File: src/rtl/core/gdn_pkg.sv
package gdn_pkg;

  localparam logic [22:0] JDN_MIN     = 23'd1721426;
  localparam logic [22:0] JDN_MAX     = 23'd5373484;
  localparam logic [22:0] JDN_OFS_FWD = 23'd1721119;
  localparam logic [22:0] JDN_OFS_INV = 23'd32044;
  localparam logic [13:0] YEAR_MAX    = 14'd9999;
  localparam logic [13:0] YEAR_SUBST  = 14'd2000;
  localparam logic [17:0] DAYS_400Y   = 18'd146097;
  localparam logic [10:0] DAYS_4Y     = 11'd1461;
  localparam logic [8:0]  DAYS_YEAR   = 9'd365;

  // reciprocal constants, exact or one-low estimates as used
  localparam logic [12:0] REC_100     = 13'd5243;   // >> 19
  localparam logic [14:0] REC_400Y    = 15'd29398;  // >> 32, may be one low
  localparam logic [13:0] REC_4Y      = 14'd11483;  // >> 24, may be one low
  localparam logic [12:0] REC_153     = 13'd6854;   // >> 20, exact here

  typedef struct packed {
    logic        action;
    logic [4:0]  day;
    logic [3:0]  month;
    logic [13:0] year;
    logic [22:0] day_number;
  } gdn_req_t;

  typedef struct packed {
    logic [22:0] jd;
    logic        ok;
  } gdn_jd_t;

  typedef struct packed {
    logic [4:0]  day;
    logic [3:0]  month;
    logic [13:0] year;
    logic [22:0] day_number;
    logic [2:0]  weekday;
    logic        ok;
  } gdn_res_t;

  // days before month index mm of a march-based year: (153*mm+2)/5
  function automatic logic [8:0] mday_off(input logic [3:0] mm);
    logic [8:0] v;
    case (mm)
      4'd0:    v = 9'd0;
      4'd1:    v = 9'd31;
      4'd2:    v = 9'd61;
      4'd3:    v = 9'd92;
      4'd4:    v = 9'd122;
      4'd5:    v = 9'd153;
      4'd6:    v = 9'd184;
      4'd7:    v = 9'd214;
      4'd8:    v = 9'd245;
      4'd9:    v = 9'd275;
      4'd10:   v = 9'd306;
      4'd11:   v = 9'd337;
      default: v = 9'd0;
    endcase
    return v;
  endfunction

  function automatic logic [4:0] month_len(input logic [3:0] m, input logic leap);
    logic [4:0] v;
    case (m)
      4'd1, 4'd3, 4'd5, 4'd7, 4'd8, 4'd10, 4'd12: v = 5'd31;
      4'd4, 4'd6, 4'd9, 4'd11:                     v = 5'd30;
      4'd2:                                        v = leap ? 5'd29 : 5'd28;
      default:                                     v = 5'd0;
    endcase
    return v;
  endfunction

  // 8 = 1 mod 7, so the octal digit sum keeps the residue
  function automatic logic [2:0] mod7(input logic [22:0] x);
    logic [23:0] w;
    logic [5:0]  s;
    logic [3:0]  t;
    w = {1'b0, x};
    s = 6'd0;
    for (int i = 0; i < 8; i++) begin
      s = s + 6'(w[3*i +: 3]);
    end
    t = 4'(s[5:3]) + 4'(s[2:0]);
    if (t >= 4'd14) begin
      t = t - 4'd14;
    end else if (t >= 4'd7) begin
      t = t - 4'd7;
    end
    return t[2:0];
  endfunction

endpackage

File: src/rtl/core/gdn_date_front.sv
module gdn_date_front (
  input  logic             clk,
  input  logic             rst_n,
  input  logic             in_valid,
  output logic             in_ready,
  input  gdn_pkg::gdn_req_t in_req,
  output logic             out_valid,
  input  logic             out_ready,
  output gdn_pkg::gdn_jd_t  out_jd
);

  logic [2:0] vld_r;
  logic [2:0] rdy;

  // stage 1: check and substitute, clamp day number
  logic        act1_r, ok1_r;
  logic [4:0]  d1_r;
  logic [3:0]  m1_r;
  logic [13:0] y1_r;
  logic [22:0] jdi1_r;
  logic        ok1_nxt;
  logic [4:0]  d1_nxt;
  logic [3:0]  m1_nxt;
  logic [13:0] y1_nxt;
  logic [22:0] jdi1_nxt;

  logic [26:0] yq_prod;
  logic [7:0]  yq;
  logic [6:0]  yrem;
  logic        leap;
  logic        date_ok;
  logic        jd_lo, jd_hi;

  always_comb begin
    yq_prod = 27'(in_req.year) * 27'(gdn_pkg::REC_100);
    yq      = yq_prod[26:19];
    yrem    = 7'(in_req.year - 14'(yq) * 14'd100);
    leap    = (in_req.year[1:0] == 2'd0) && ((yrem != 7'd0) || (yq[1:0] == 2'd0));
    date_ok = (in_req.year != 14'd0) && (in_req.year <= gdn_pkg::YEAR_MAX) &&
              (in_req.month != 4'd0) && (in_req.month <= 4'd12) &&
              (in_req.day != 5'd0) &&
              (in_req.day <= gdn_pkg::month_len(in_req.month, leap));
    jd_lo   = in_req.day_number < gdn_pkg::JDN_MIN;
    jd_hi   = in_req.day_number > gdn_pkg::JDN_MAX;
    d1_nxt  = date_ok ? in_req.day : 5'd1;
    m1_nxt  = date_ok ? in_req.month : 4'd1;
    y1_nxt  = date_ok ? in_req.year : gdn_pkg::YEAR_SUBST;
    jdi1_nxt = jd_lo ? gdn_pkg::JDN_MIN : (jd_hi ? gdn_pkg::JDN_MAX : in_req.day_number);
    ok1_nxt = in_req.action ? !(jd_lo || jd_hi) : date_ok;
  end

  // stage 2: year terms
  logic        act2_r, ok2_r;
  logic [22:0] jdi2_r;
  logic [6:0]  q2_r;
  logic [21:0] part2_r;
  logic        mar;
  logic [13:0] yy;
  logic [3:0]  mm;
  logic [26:0] yy_prod;
  logic [6:0]  q2_nxt;
  logic [21:0] part2_nxt;

  always_comb begin
    mar       = m1_r < 4'd3;
    yy        = y1_r - 14'(mar);
    mm        = mar ? m1_r + 4'd9 : m1_r - 4'd3;
    yy_prod   = 27'(yy) * 27'(gdn_pkg::REC_100);
    q2_nxt    = yy_prod[25:19];
    part2_nxt = 22'(d1_r) + 22'(gdn_pkg::mday_off(mm)) +
                22'(yy) * 22'(gdn_pkg::DAYS_YEAR) + 22'(yy[13:2]);
  end

  // stage 3: day number
  gdn_pkg::gdn_jd_t jd3_r, jd3_nxt;

  always_comb begin
    jd3_nxt.ok = ok2_r;
    jd3_nxt.jd = act2_r ? jdi2_r :
                 23'(part2_r) - 23'(q2_r) + 23'(q2_r[6:2]) + gdn_pkg::JDN_OFS_FWD;
  end

  always_comb begin
    rdy[2] = !vld_r[2] || out_ready;
    rdy[1] = !vld_r[1] || rdy[2];
    rdy[0] = !vld_r[0] || rdy[1];
  end

  always_ff @(posedge clk) begin
    if (!rst_n) begin
      vld_r <= 3'b000;
    end else begin
      if (rdy[0]) vld_r[0] <= in_valid;
      if (rdy[1]) vld_r[1] <= vld_r[0];
      if (rdy[2]) vld_r[2] <= vld_r[1];
    end
  end

  always_ff @(posedge clk) begin
    if (rdy[0]) begin
      act1_r <= in_req.action;
      ok1_r  <= ok1_nxt;
      d1_r   <= d1_nxt;
      m1_r   <= m1_nxt;
      y1_r   <= y1_nxt;
      jdi1_r <= jdi1_nxt;
    end
    if (rdy[1]) begin
      act2_r  <= act1_r;
      ok2_r   <= ok1_r;
      jdi2_r  <= jdi1_r;
      q2_r    <= q2_nxt;
      part2_r <= part2_nxt;
    end
    if (rdy[2]) begin
      jd3_r <= jd3_nxt;
    end
  end

  assign in_ready  = rdy[0];
  assign out_valid = vld_r[2];
  assign out_jd    = jd3_r;

endmodule

File: src/rtl/core/gdn_jdn_back.sv
module gdn_jdn_back (
  input  logic              clk,
  input  logic              rst_n,
  input  logic              in_valid,
  output logic              in_ready,
  input  gdn_pkg::gdn_jd_t   in_jd,
  output logic              out_valid,
  input  logic              out_ready,
  output gdn_pkg::gdn_res_t  out_res
);

  logic [5:0] vld_r;
  logic [5:0] rdy;

  // carried along every stage
  logic [22:0] jd1_r, jd2_r, jd3_r, jd4_r, jd5_r;
  logic        ok1_r, ok2_r, ok3_r, ok4_r, ok5_r;
  logic [2:0]  wd1_r, wd2_r, wd3_r, wd4_r, wd5_r;

  // stage 1: 400-year cycle estimate
  logic [24:0] x1_r, x1_nxt;
  logic [7:0]  be1_r, be1_nxt;
  logic [2:0]  wd1_nxt;
  logic [39:0] p1;

  always_comb begin
    x1_nxt  = {in_jd.jd + gdn_pkg::JDN_OFS_INV, 2'b11};
    p1      = 40'(x1_nxt) * 40'(gdn_pkg::REC_400Y);
    be1_nxt = p1[39:32];
    wd1_nxt = gdn_pkg::mod7(in_jd.jd) + 3'd1;
  end

  // stage 2: correct cycle count, day within cycle
  logic [7:0]  b2_r, b2_nxt;
  logic [17:0] x2_r, x2_nxt;
  logic [25:0] p2, r2w;
  logic [18:0] r2;
  logic [17:0] r2c;

  always_comb begin
    p2  = 26'(be1_r) * 26'(gdn_pkg::DAYS_400Y);
    r2w = 26'(x1_r) - p2;
    r2  = r2w[18:0];
    if (r2 >= 19'(gdn_pkg::DAYS_400Y)) begin
      b2_nxt = be1_r + 8'd1;
      r2c    = 18'(r2 - 19'(gdn_pkg::DAYS_400Y));
    end else begin
      b2_nxt = be1_r;
      r2c    = r2[17:0];
    end
    x2_nxt = {r2c[17:2], 2'b11};
  end

  // stage 3: 4-year cycle estimate
  logic [7:0]  b3_r;
  logic [17:0] x3_r;
  logic [6:0]  de3_r, de3_nxt;
  logic [31:0] p3;

  always_comb begin
    p3      = 32'(x2_r) * 32'(gdn_pkg::REC_4Y);
    de3_nxt = p3[30:24];
  end

  // stage 4: correct, day of year
  logic [7:0]  b4_r;
  logic [6:0]  dd4_r, dd4_nxt;
  logic [8:0]  e4_r, e4_nxt;
  logic [17:0] p4;
  logic [11:0] r4, r4c;

  always_comb begin
    p4 = 18'(de3_r) * 18'(gdn_pkg::DAYS_4Y);
    r4 = 12'(x3_r - p4);
    if (r4 >= 12'(gdn_pkg::DAYS_4Y)) begin
      dd4_nxt = de3_r + 7'd1;
      r4c     = r4 - 12'(gdn_pkg::DAYS_4Y);
    end else begin
      dd4_nxt = de3_r;
      r4c     = r4;
    end
    e4_nxt = r4c[10:2];
  end

  // stage 5: month index
  logic [7:0]  b5_r;
  logic [6:0]  dd5_r;
  logic [8:0]  e5_r;
  logic [3:0]  mm5_r, mm5_nxt;
  logic [10:0] x5;
  logic [23:0] p5;

  always_comb begin
    x5      = 11'(e4_r) * 11'd5 + 11'd2;
    p5      = 24'(x5) * 24'(gdn_pkg::REC_153);
    mm5_nxt = p5[23:20];
  end

  // stage 6: assemble the date
  gdn_pkg::gdn_res_t res6_r, res6_nxt;
  logic hi_month;

  always_comb begin
    hi_month            = mm5_r >= 4'd10;
    res6_nxt.day        = 5'(10'(e5_r) - 10'(gdn_pkg::mday_off(mm5_r)) + 10'd1);
    res6_nxt.month      = hi_month ? mm5_r - 4'd9 : mm5_r + 4'd3;
    res6_nxt.year       = 14'(15'(b5_r) * 15'd100 + 15'(dd5_r) + 15'(hi_month) - 15'd4800);
    res6_nxt.day_number = jd5_r;
    res6_nxt.weekday    = wd5_r;
    res6_nxt.ok         = ok5_r;
  end

  always_comb begin
    rdy[5] = !vld_r[5] || out_ready;
    for (int k = 4; k >= 0; k--) begin
      rdy[k] = !vld_r[k] || rdy[k+1];
    end
  end

  always_ff @(posedge clk) begin
    if (!rst_n) begin
      vld_r <= 6'b000000;
    end else begin
      if (rdy[0]) vld_r[0] <= in_valid;
      for (int k = 1; k < 6; k++) begin
        if (rdy[k]) vld_r[k] <= vld_r[k-1];
      end
    end
  end

  always_ff @(posedge clk) begin
    if (rdy[0]) begin
      jd1_r <= in_jd.jd;
      ok1_r <= in_jd.ok;
      wd1_r <= wd1_nxt;
      x1_r  <= x1_nxt;
      be1_r <= be1_nxt;
    end
    if (rdy[1]) begin
      jd2_r <= jd1_r;
      ok2_r <= ok1_r;
      wd2_r <= wd1_r;
      b2_r  <= b2_nxt;
      x2_r  <= x2_nxt;
    end
    if (rdy[2]) begin
      jd3_r  <= jd2_r;
      ok3_r  <= ok2_r;
      wd3_r  <= wd2_r;
      b3_r   <= b2_r;
      x3_r   <= x2_r;
      de3_r  <= de3_nxt;
    end
    if (rdy[3]) begin
      jd4_r  <= jd3_r;
      ok4_r  <= ok3_r;
      wd4_r  <= wd3_r;
      b4_r   <= b3_r;
      dd4_r  <= dd4_nxt;
      e4_r   <= e4_nxt;
    end
    if (rdy[4]) begin
      jd5_r  <= jd4_r;
      ok5_r  <= ok4_r;
      wd5_r  <= wd4_r;
      b5_r   <= b4_r;
      dd5_r  <= dd4_r;
      e5_r   <= e4_r;
      mm5_r  <= mm5_nxt;
    end
    if (rdy[5]) begin
      res6_r <= res6_nxt;
    end
  end

  assign in_ready  = rdy[0];
  assign out_valid = vld_r[5];
  assign out_res   = res6_r;

endmodule

File: src/rtl/core/gregorian_day_number_converter.sv
// gregorian date <-> julian day number converter
//
// input stream: in_tuser selects the request kind, 0 converts the date in
// in_tdata to its day number, 1 converts the day number in in_tdata to a date.
// result stream: one result per request, in request order, carrying the date,
// the day number, the weekday (1 monday .. 7 sunday) and in out_tuser a flag
// that is low when the date was invalid (replaced by 1/1/2000) or the day
// number was out of range (clamped to 1/1/1 or 31/12/9999).
//
// nine register stages: a date front end (check, year terms, day number)
// followed by a date back end (two reciprocal divide steps with correction,
// month index, assembly). one request is taken every cycle unless a stall on
// out_tready has filled the pipeline.
// every stage holds while the stage after it is full and stalled, so a stall
// on out_tready fills the empty stages first and only then drops in_tready;
// nothing is lost or repeated.
// reset (rst_n low, synchronous) empties the pipeline; out_tvalid drops in
// the first cycle after reset.
module gregorian_day_number_converter (
  input  logic        clk,
  input  logic        rst_n,
  input  logic        in_tvalid,
  output logic        in_tready,
  input  logic [47:0] in_tdata,   // day, month, year, day_number, zero pad
  input  logic        in_tuser,   // action
  output logic        out_tvalid,
  input  logic        out_tready,
  output logic [55:0] out_tdata,  // out_day, out_month, out_year, out_day_number, weekday, pad
  output logic        out_tuser   // valid_res
);

  gdn_pkg::gdn_req_t req;
  gdn_pkg::gdn_jd_t  mid_jd;
  gdn_pkg::gdn_res_t res;
  logic              mid_valid;
  logic              mid_ready;

  always_comb begin
    req.action     = in_tuser;
    req.day        = in_tdata[4:0];
    req.month      = in_tdata[8:5];
    req.year       = in_tdata[22:9];
    req.day_number = in_tdata[45:23];
  end

  gdn_date_front u_front (
    .clk       (clk),
    .rst_n     (rst_n),
    .in_valid  (in_tvalid),
    .in_ready  (in_tready),
    .in_req    (req),
    .out_valid (mid_valid),
    .out_ready (mid_ready),
    .out_jd    (mid_jd)
  );

  gdn_jdn_back u_back (
    .clk       (clk),
    .rst_n     (rst_n),
    .in_valid  (mid_valid),
    .in_ready  (mid_ready),
    .in_jd     (mid_jd),
    .out_valid (out_tvalid),
    .out_ready (out_tready),
    .out_res   (res)
  );

  assign out_tdata = {7'd0, res.weekday, res.day_number, res.year, res.month, res.day};
  assign out_tuser = res.ok;

`ifndef SYNTHESIS
  a_reset_empty: assert property (@(posedge clk) !rst_n |=> !out_tvalid)
    else $error("result valid right after reset");

  a_weekday: assert property (@(posedge clk) disable iff (!rst_n)
    out_tvalid |-> (res.weekday != 3'd0) && (res.weekday <= 3'd7))
    else $error("weekday out of range");

  a_jd_range: assert property (@(posedge clk) disable iff (!rst_n)
    out_tvalid |-> (res.day_number >= gdn_pkg::JDN_MIN) &&
                   (res.day_number <= gdn_pkg::JDN_MAX))
    else $error("day number outside the calendar range");

  a_date_shape: assert property (@(posedge clk) disable iff (!rst_n)
    out_tvalid |-> (res.month != 4'd0) && (res.month <= 4'd12) &&
                   (res.day != 5'd0) && (res.year != 14'd0))
    else $error("malformed result date");

  a_mid_hold: assert property (@(posedge clk) disable iff (!rst_n)
    mid_valid && !mid_ready |=> mid_valid && $stable(mid_jd))
    else $error("internal request dropped or changed while stalled");
`endif

endmodule

File: config.mk
export PLATFORM = sky130hd
export DESIGN_NAME = gregorian_day_number_converter
export DESIGN_NICKNAME = d
export VERILOG_FILES = /design/src/rtl/core/gdn_pkg.sv /design/src/rtl/core/gdn_date_front.sv /design/src/rtl/core/gdn_jdn_back.sv /design/src/rtl/core/gregorian_day_number_converter.sv
export SDC_FILE = /design/constraint.sdc
export NUM_CORES = 2
export LEC_CHECK = 0
export BUFFER_PORTS_ARGS = -buffer_cell sky130_fd_sc_hd__buf_4
export CAP_MARGIN = 15
export CORE_MARGIN = 2
export CORE_UTILIZATION = 50
export CTS_CLUSTER_SIZE = 10
export DETAILED_ROUTE_END_ITERATION = 6
export GPL_ROUTABILITY_DRIVEN = 0
export PLACE_DENSITY = 0.66
export SLEW_MARGIN = 20
export SYNTH_ARGS = -nofsm -noshare
export SYNTH_HDL_FRONTEND = slang
export SYNTH_SLANG_ARGS = --single-unit
File: constraint.sdc
create_clock -name clk -period 11.66 [get_ports clk]
set_clock_uncertainty 0.05 [all_clocks]
set_input_delay 0.583 -clock clk [delete_from_list [all_inputs] [get_ports clk]]
set_output_delay 0.583 -clock clk [all_outputs]
set_load 0.005 [all_outputs]
==> metrics.md <==
| Metric | Value |
|---|---|
| Outcome | `complete, no violations` |
| Worst R2R Setup Slack | `3320 ps` |
| Critical path peak fanout | `17` |
| F_max | `119 MHz` |
| CTS Sinks | `roughly 450` |
| Post-synth top area cell | `edfxtp_1` |
| Clock transition at path regs | `approximately 60 ps` |
| Final HPWL DP | `just over 70 mm` |
| WL final | `84.8 mm` |
| CP top delay family | `adder cells` |
| R2R depth | `24` |
| Synthesized instance count | `between 3000 and 4000` |
| CTS tree | `yes` |
| Reg2Reg Launch Point | `u_front.out_jd[3]$_DFFE_PP_` |
| Global-route wire length before repair | `144 mm` |
| Total Routing Usage GR | `~19%` |
| Top-level I/O count | `around 110` |
| Die height | `around 300 um` |
| Area growth syn-to-layout | `8.85%` |
| R2R Path End | `u_back.be1_r[4]$_DFFE_PP_` |
| Worst-skew pair later-pin latency | `610 ps` |
| Post-synth EDFFs | `roughly 430` |
| Rel. slew slack | `a little over a quarter` |
| Number of distinct library cells after synthesis | `between 80 and 90` |
| GR Util met1 | `25.2%` |
| Drc violations | `0` |
| N_diodes | `0` |
| Largest net degree at the start of global routing | `55` |
| Initial core utilization | `50.4%` |
| CTS Root Cell | `clkbuf_16` |
| Asr flop ratio synth | `0%` |
| Worst hold path depth | `1` |
| Row count | `110` |
| Drt via density | `5.08` |
| Post-synth top flop | `edfxtp_1` |
| Layout cell share with drive strength beyond 1 | `5.86%` |
| Critical Path End | `u_front.y1_r[4]$_SDFFCE_PN1P_` |
| Setup TNS | `0 ps` |
| WS Path Type | `in2reg` |
| Avg WL per Cell | `16.0 um` |
| Met2 track demand over resource | `34.0%` |
| H-Tree Depth | `2` |
| Max-Cap Viols | `0` |
| Input/output buffers | `102` |
| Vias in the first global route | `about 29000` |
| CTS Hold Bufs | `0` |
| Die area | `93000 um2` |
| TritonRoute pass-1 iters | `5` |
| Measured slew at the worst slew-check pin | `1100 ps` |
| Final hold violation count | `0` |
| Global routing's busiest layer | `met2` |
| Setup bufs post-CTS | `0` |
| Critical Path End Type | `flip-flop` |
| Period utilization | `72.1%` |
| Most frequent cells in the layout | `928 x inv_1, 812 x ha_1, 535 x fa_1, 431 x edfxtp_1, 178 x xnor2_1` |
| Synth area leaders | `edfxtp_1 29%, fa_1 24%, ha_1 22%, inv_1 7.7%, xnor2_1 3.5%` |
| DRT antenna net count | `0` |
| WP depth | `37` |
| Sequential area share after synthesis | `29.2%` |
| Worst Path Arrival | `around 8700 ps` |
| Antenna violations before repair | `0` |
| Worst Setup Start Kind | `input pin` |
| Core area | `89900 um2` |
| Drt first-iter violations | `1078` |
| Congestion Overflow GR | `0` |
| Slowest stage cell, crit path | `fa_1` |
| Die X | `305 um` |
| Cts repair resizes | `0` |
| RSZ-0062 raised after global routing | `false` |
| Via count | `26900` |
| Final setup vio count | `0` |
| Area of the mapped netlist | `45300 um2` |
| Max-slew violations | `0` |
| Hold Path Class | `in2reg` |
| CP peak stage delay | `570 ps` |
| Ys Warns | `0` |
| Grt met3 use | `~2.4%` |
| Post-synthesis sequential element count | `445` |
| Post-synth top area share | `28.6%` |
| Tmin final | `8410 ps` |
| Nets | `5480` |
| Most common cell after layout, fill and taps aside | `inv_1` |
| Avg Inst Size Synth | `between 10 and 15 um2` |
| CTS max path bufs | `3` |
| Critical Path RT | `11950 ps` |
| CTS buffer count | `55` |
| CP Launch Point | `in_tdata[13]` |
| Buf+Inv Stages, Crit Path | `6` |
[worst min-delay path by stage]
| stage | startpoint | endpoint | slack (ps) |
|---|---|---|---|
| 6_report | in_tuser | u_front.act1_r$_DFFE_PP_ | 130 |
| 5_1_grt | in_tuser | u_front.act1_r$_DFFE_PP_ | 100 |
| 4_1_cts | in_tuser | u_front.act1_r$_DFFE_PP_ | 100 |
| 3_5_place_dp | u_back.b3_r[4]$_DFFE_PP_ | u_back.b4_r[4]$_DFFE_PP_ | 350 |
| 3_3_place_gp | u_back.jd2_r[20]$_DFFE_PP_ | u_back.jd3_r[20]$_DFFE_PP_ | 350 |
| 2_1_floorplan | u_back.b2_r[0]$_DFFE_PP_ | u_back.b3_r[0]$_DFFE_PP_ | 350 |
[layer usage]
layer  vias to the layer above  routed length (um)  share of wire, %
met1                     13200               38200                45
met4                         0                1650               1.9
li1                      13200                   -                 -
met2                       352               42300                50
met3                       105                2640               3.1
met5                         -                   0                 0
[flip-flops by register name, summed over array words and instances (netlist names), 9 cells and up, named ones only]
| name | count |
|---|---|
| u_back.e4_r | 9 |
| u_back.jd1_r | 23 |
| u_back.jd2_r | 23 |
| u_back.jd3_r | 23 |
| u_back.jd4_r | 23 |
| u_back.jd5_r | 23 |
| u_back.out_res | 50 |
| u_back.x1_r | 15 |
| u_back.x2_r | 16 |
| u_back.x3_r | 10 |
| u_front.jdi1_r | 23 |
| u_front.jdi2_r | 23 |
| u_front.out_jd | 24 |
| u_front.part2_r | 22 |
| u_front.y1_r | 14 |
[synthesized netlist by cell type (13+ instances only)]
master and count:
clkbuf_1 16, and3_1 16, nor2b_1 31, nand2_1 123
and2_1 30, a31oi_1 16, a21o_1 65, o21bai_1 22
nand2b_1 25, ha_1 812, o21a_1 23, nand3_1 44
o21ai_0 88, xor2_1 61, o211ai_1 16, nor3_1 27
nand4_1 14, dfxtp_1 14, a21oi_1 118, fa_1 535
nor2_1 94, xnor2_1 180, a211oi_1 13, edfxtp_1 431
inv_1 932
[per-stage QoR]
step,worst slack (ps),hold WS [ps],std cells,cell area [um2],utilization (%)
floorplan,3310,350,3922,45300,-
global placement,2640,351,5199,47600,53.0
detailed placement,2550,355,5199,47600,53.0
CTS,3180,95.7,5292,49300,54.8
global route,2620,103,5292,49300,54.9
finish,3250,130,5292,49300,54.9
[area by class of cell]
cell class / count / area, um2
timing repair buffer: 127 / 953
sequential: 445 / 13200
clock inverter: 14 / 168
inverter: 933 / 3500
multi-input combinational: 2518 / 28500
fill: 7689 / 40600
tap: 1176 / 1470
clock buffer: 79 / 1490
[logic make-up after synthesis]
group,count (synthesis),share of synthesized area [%]
fa+ha+maj,1348,46.1
buf+inv,959,8.01
simple gates,454,4.99
compound gates,451,6.58
flops,445,29.2
xor+xnor,244,4.82
mux,13,0.309
other cells,1,0.00828
Power is left out: the tool's default activity adds up to more than one toggle a clock period on the data nets, which glitch-free logic cannot reach.
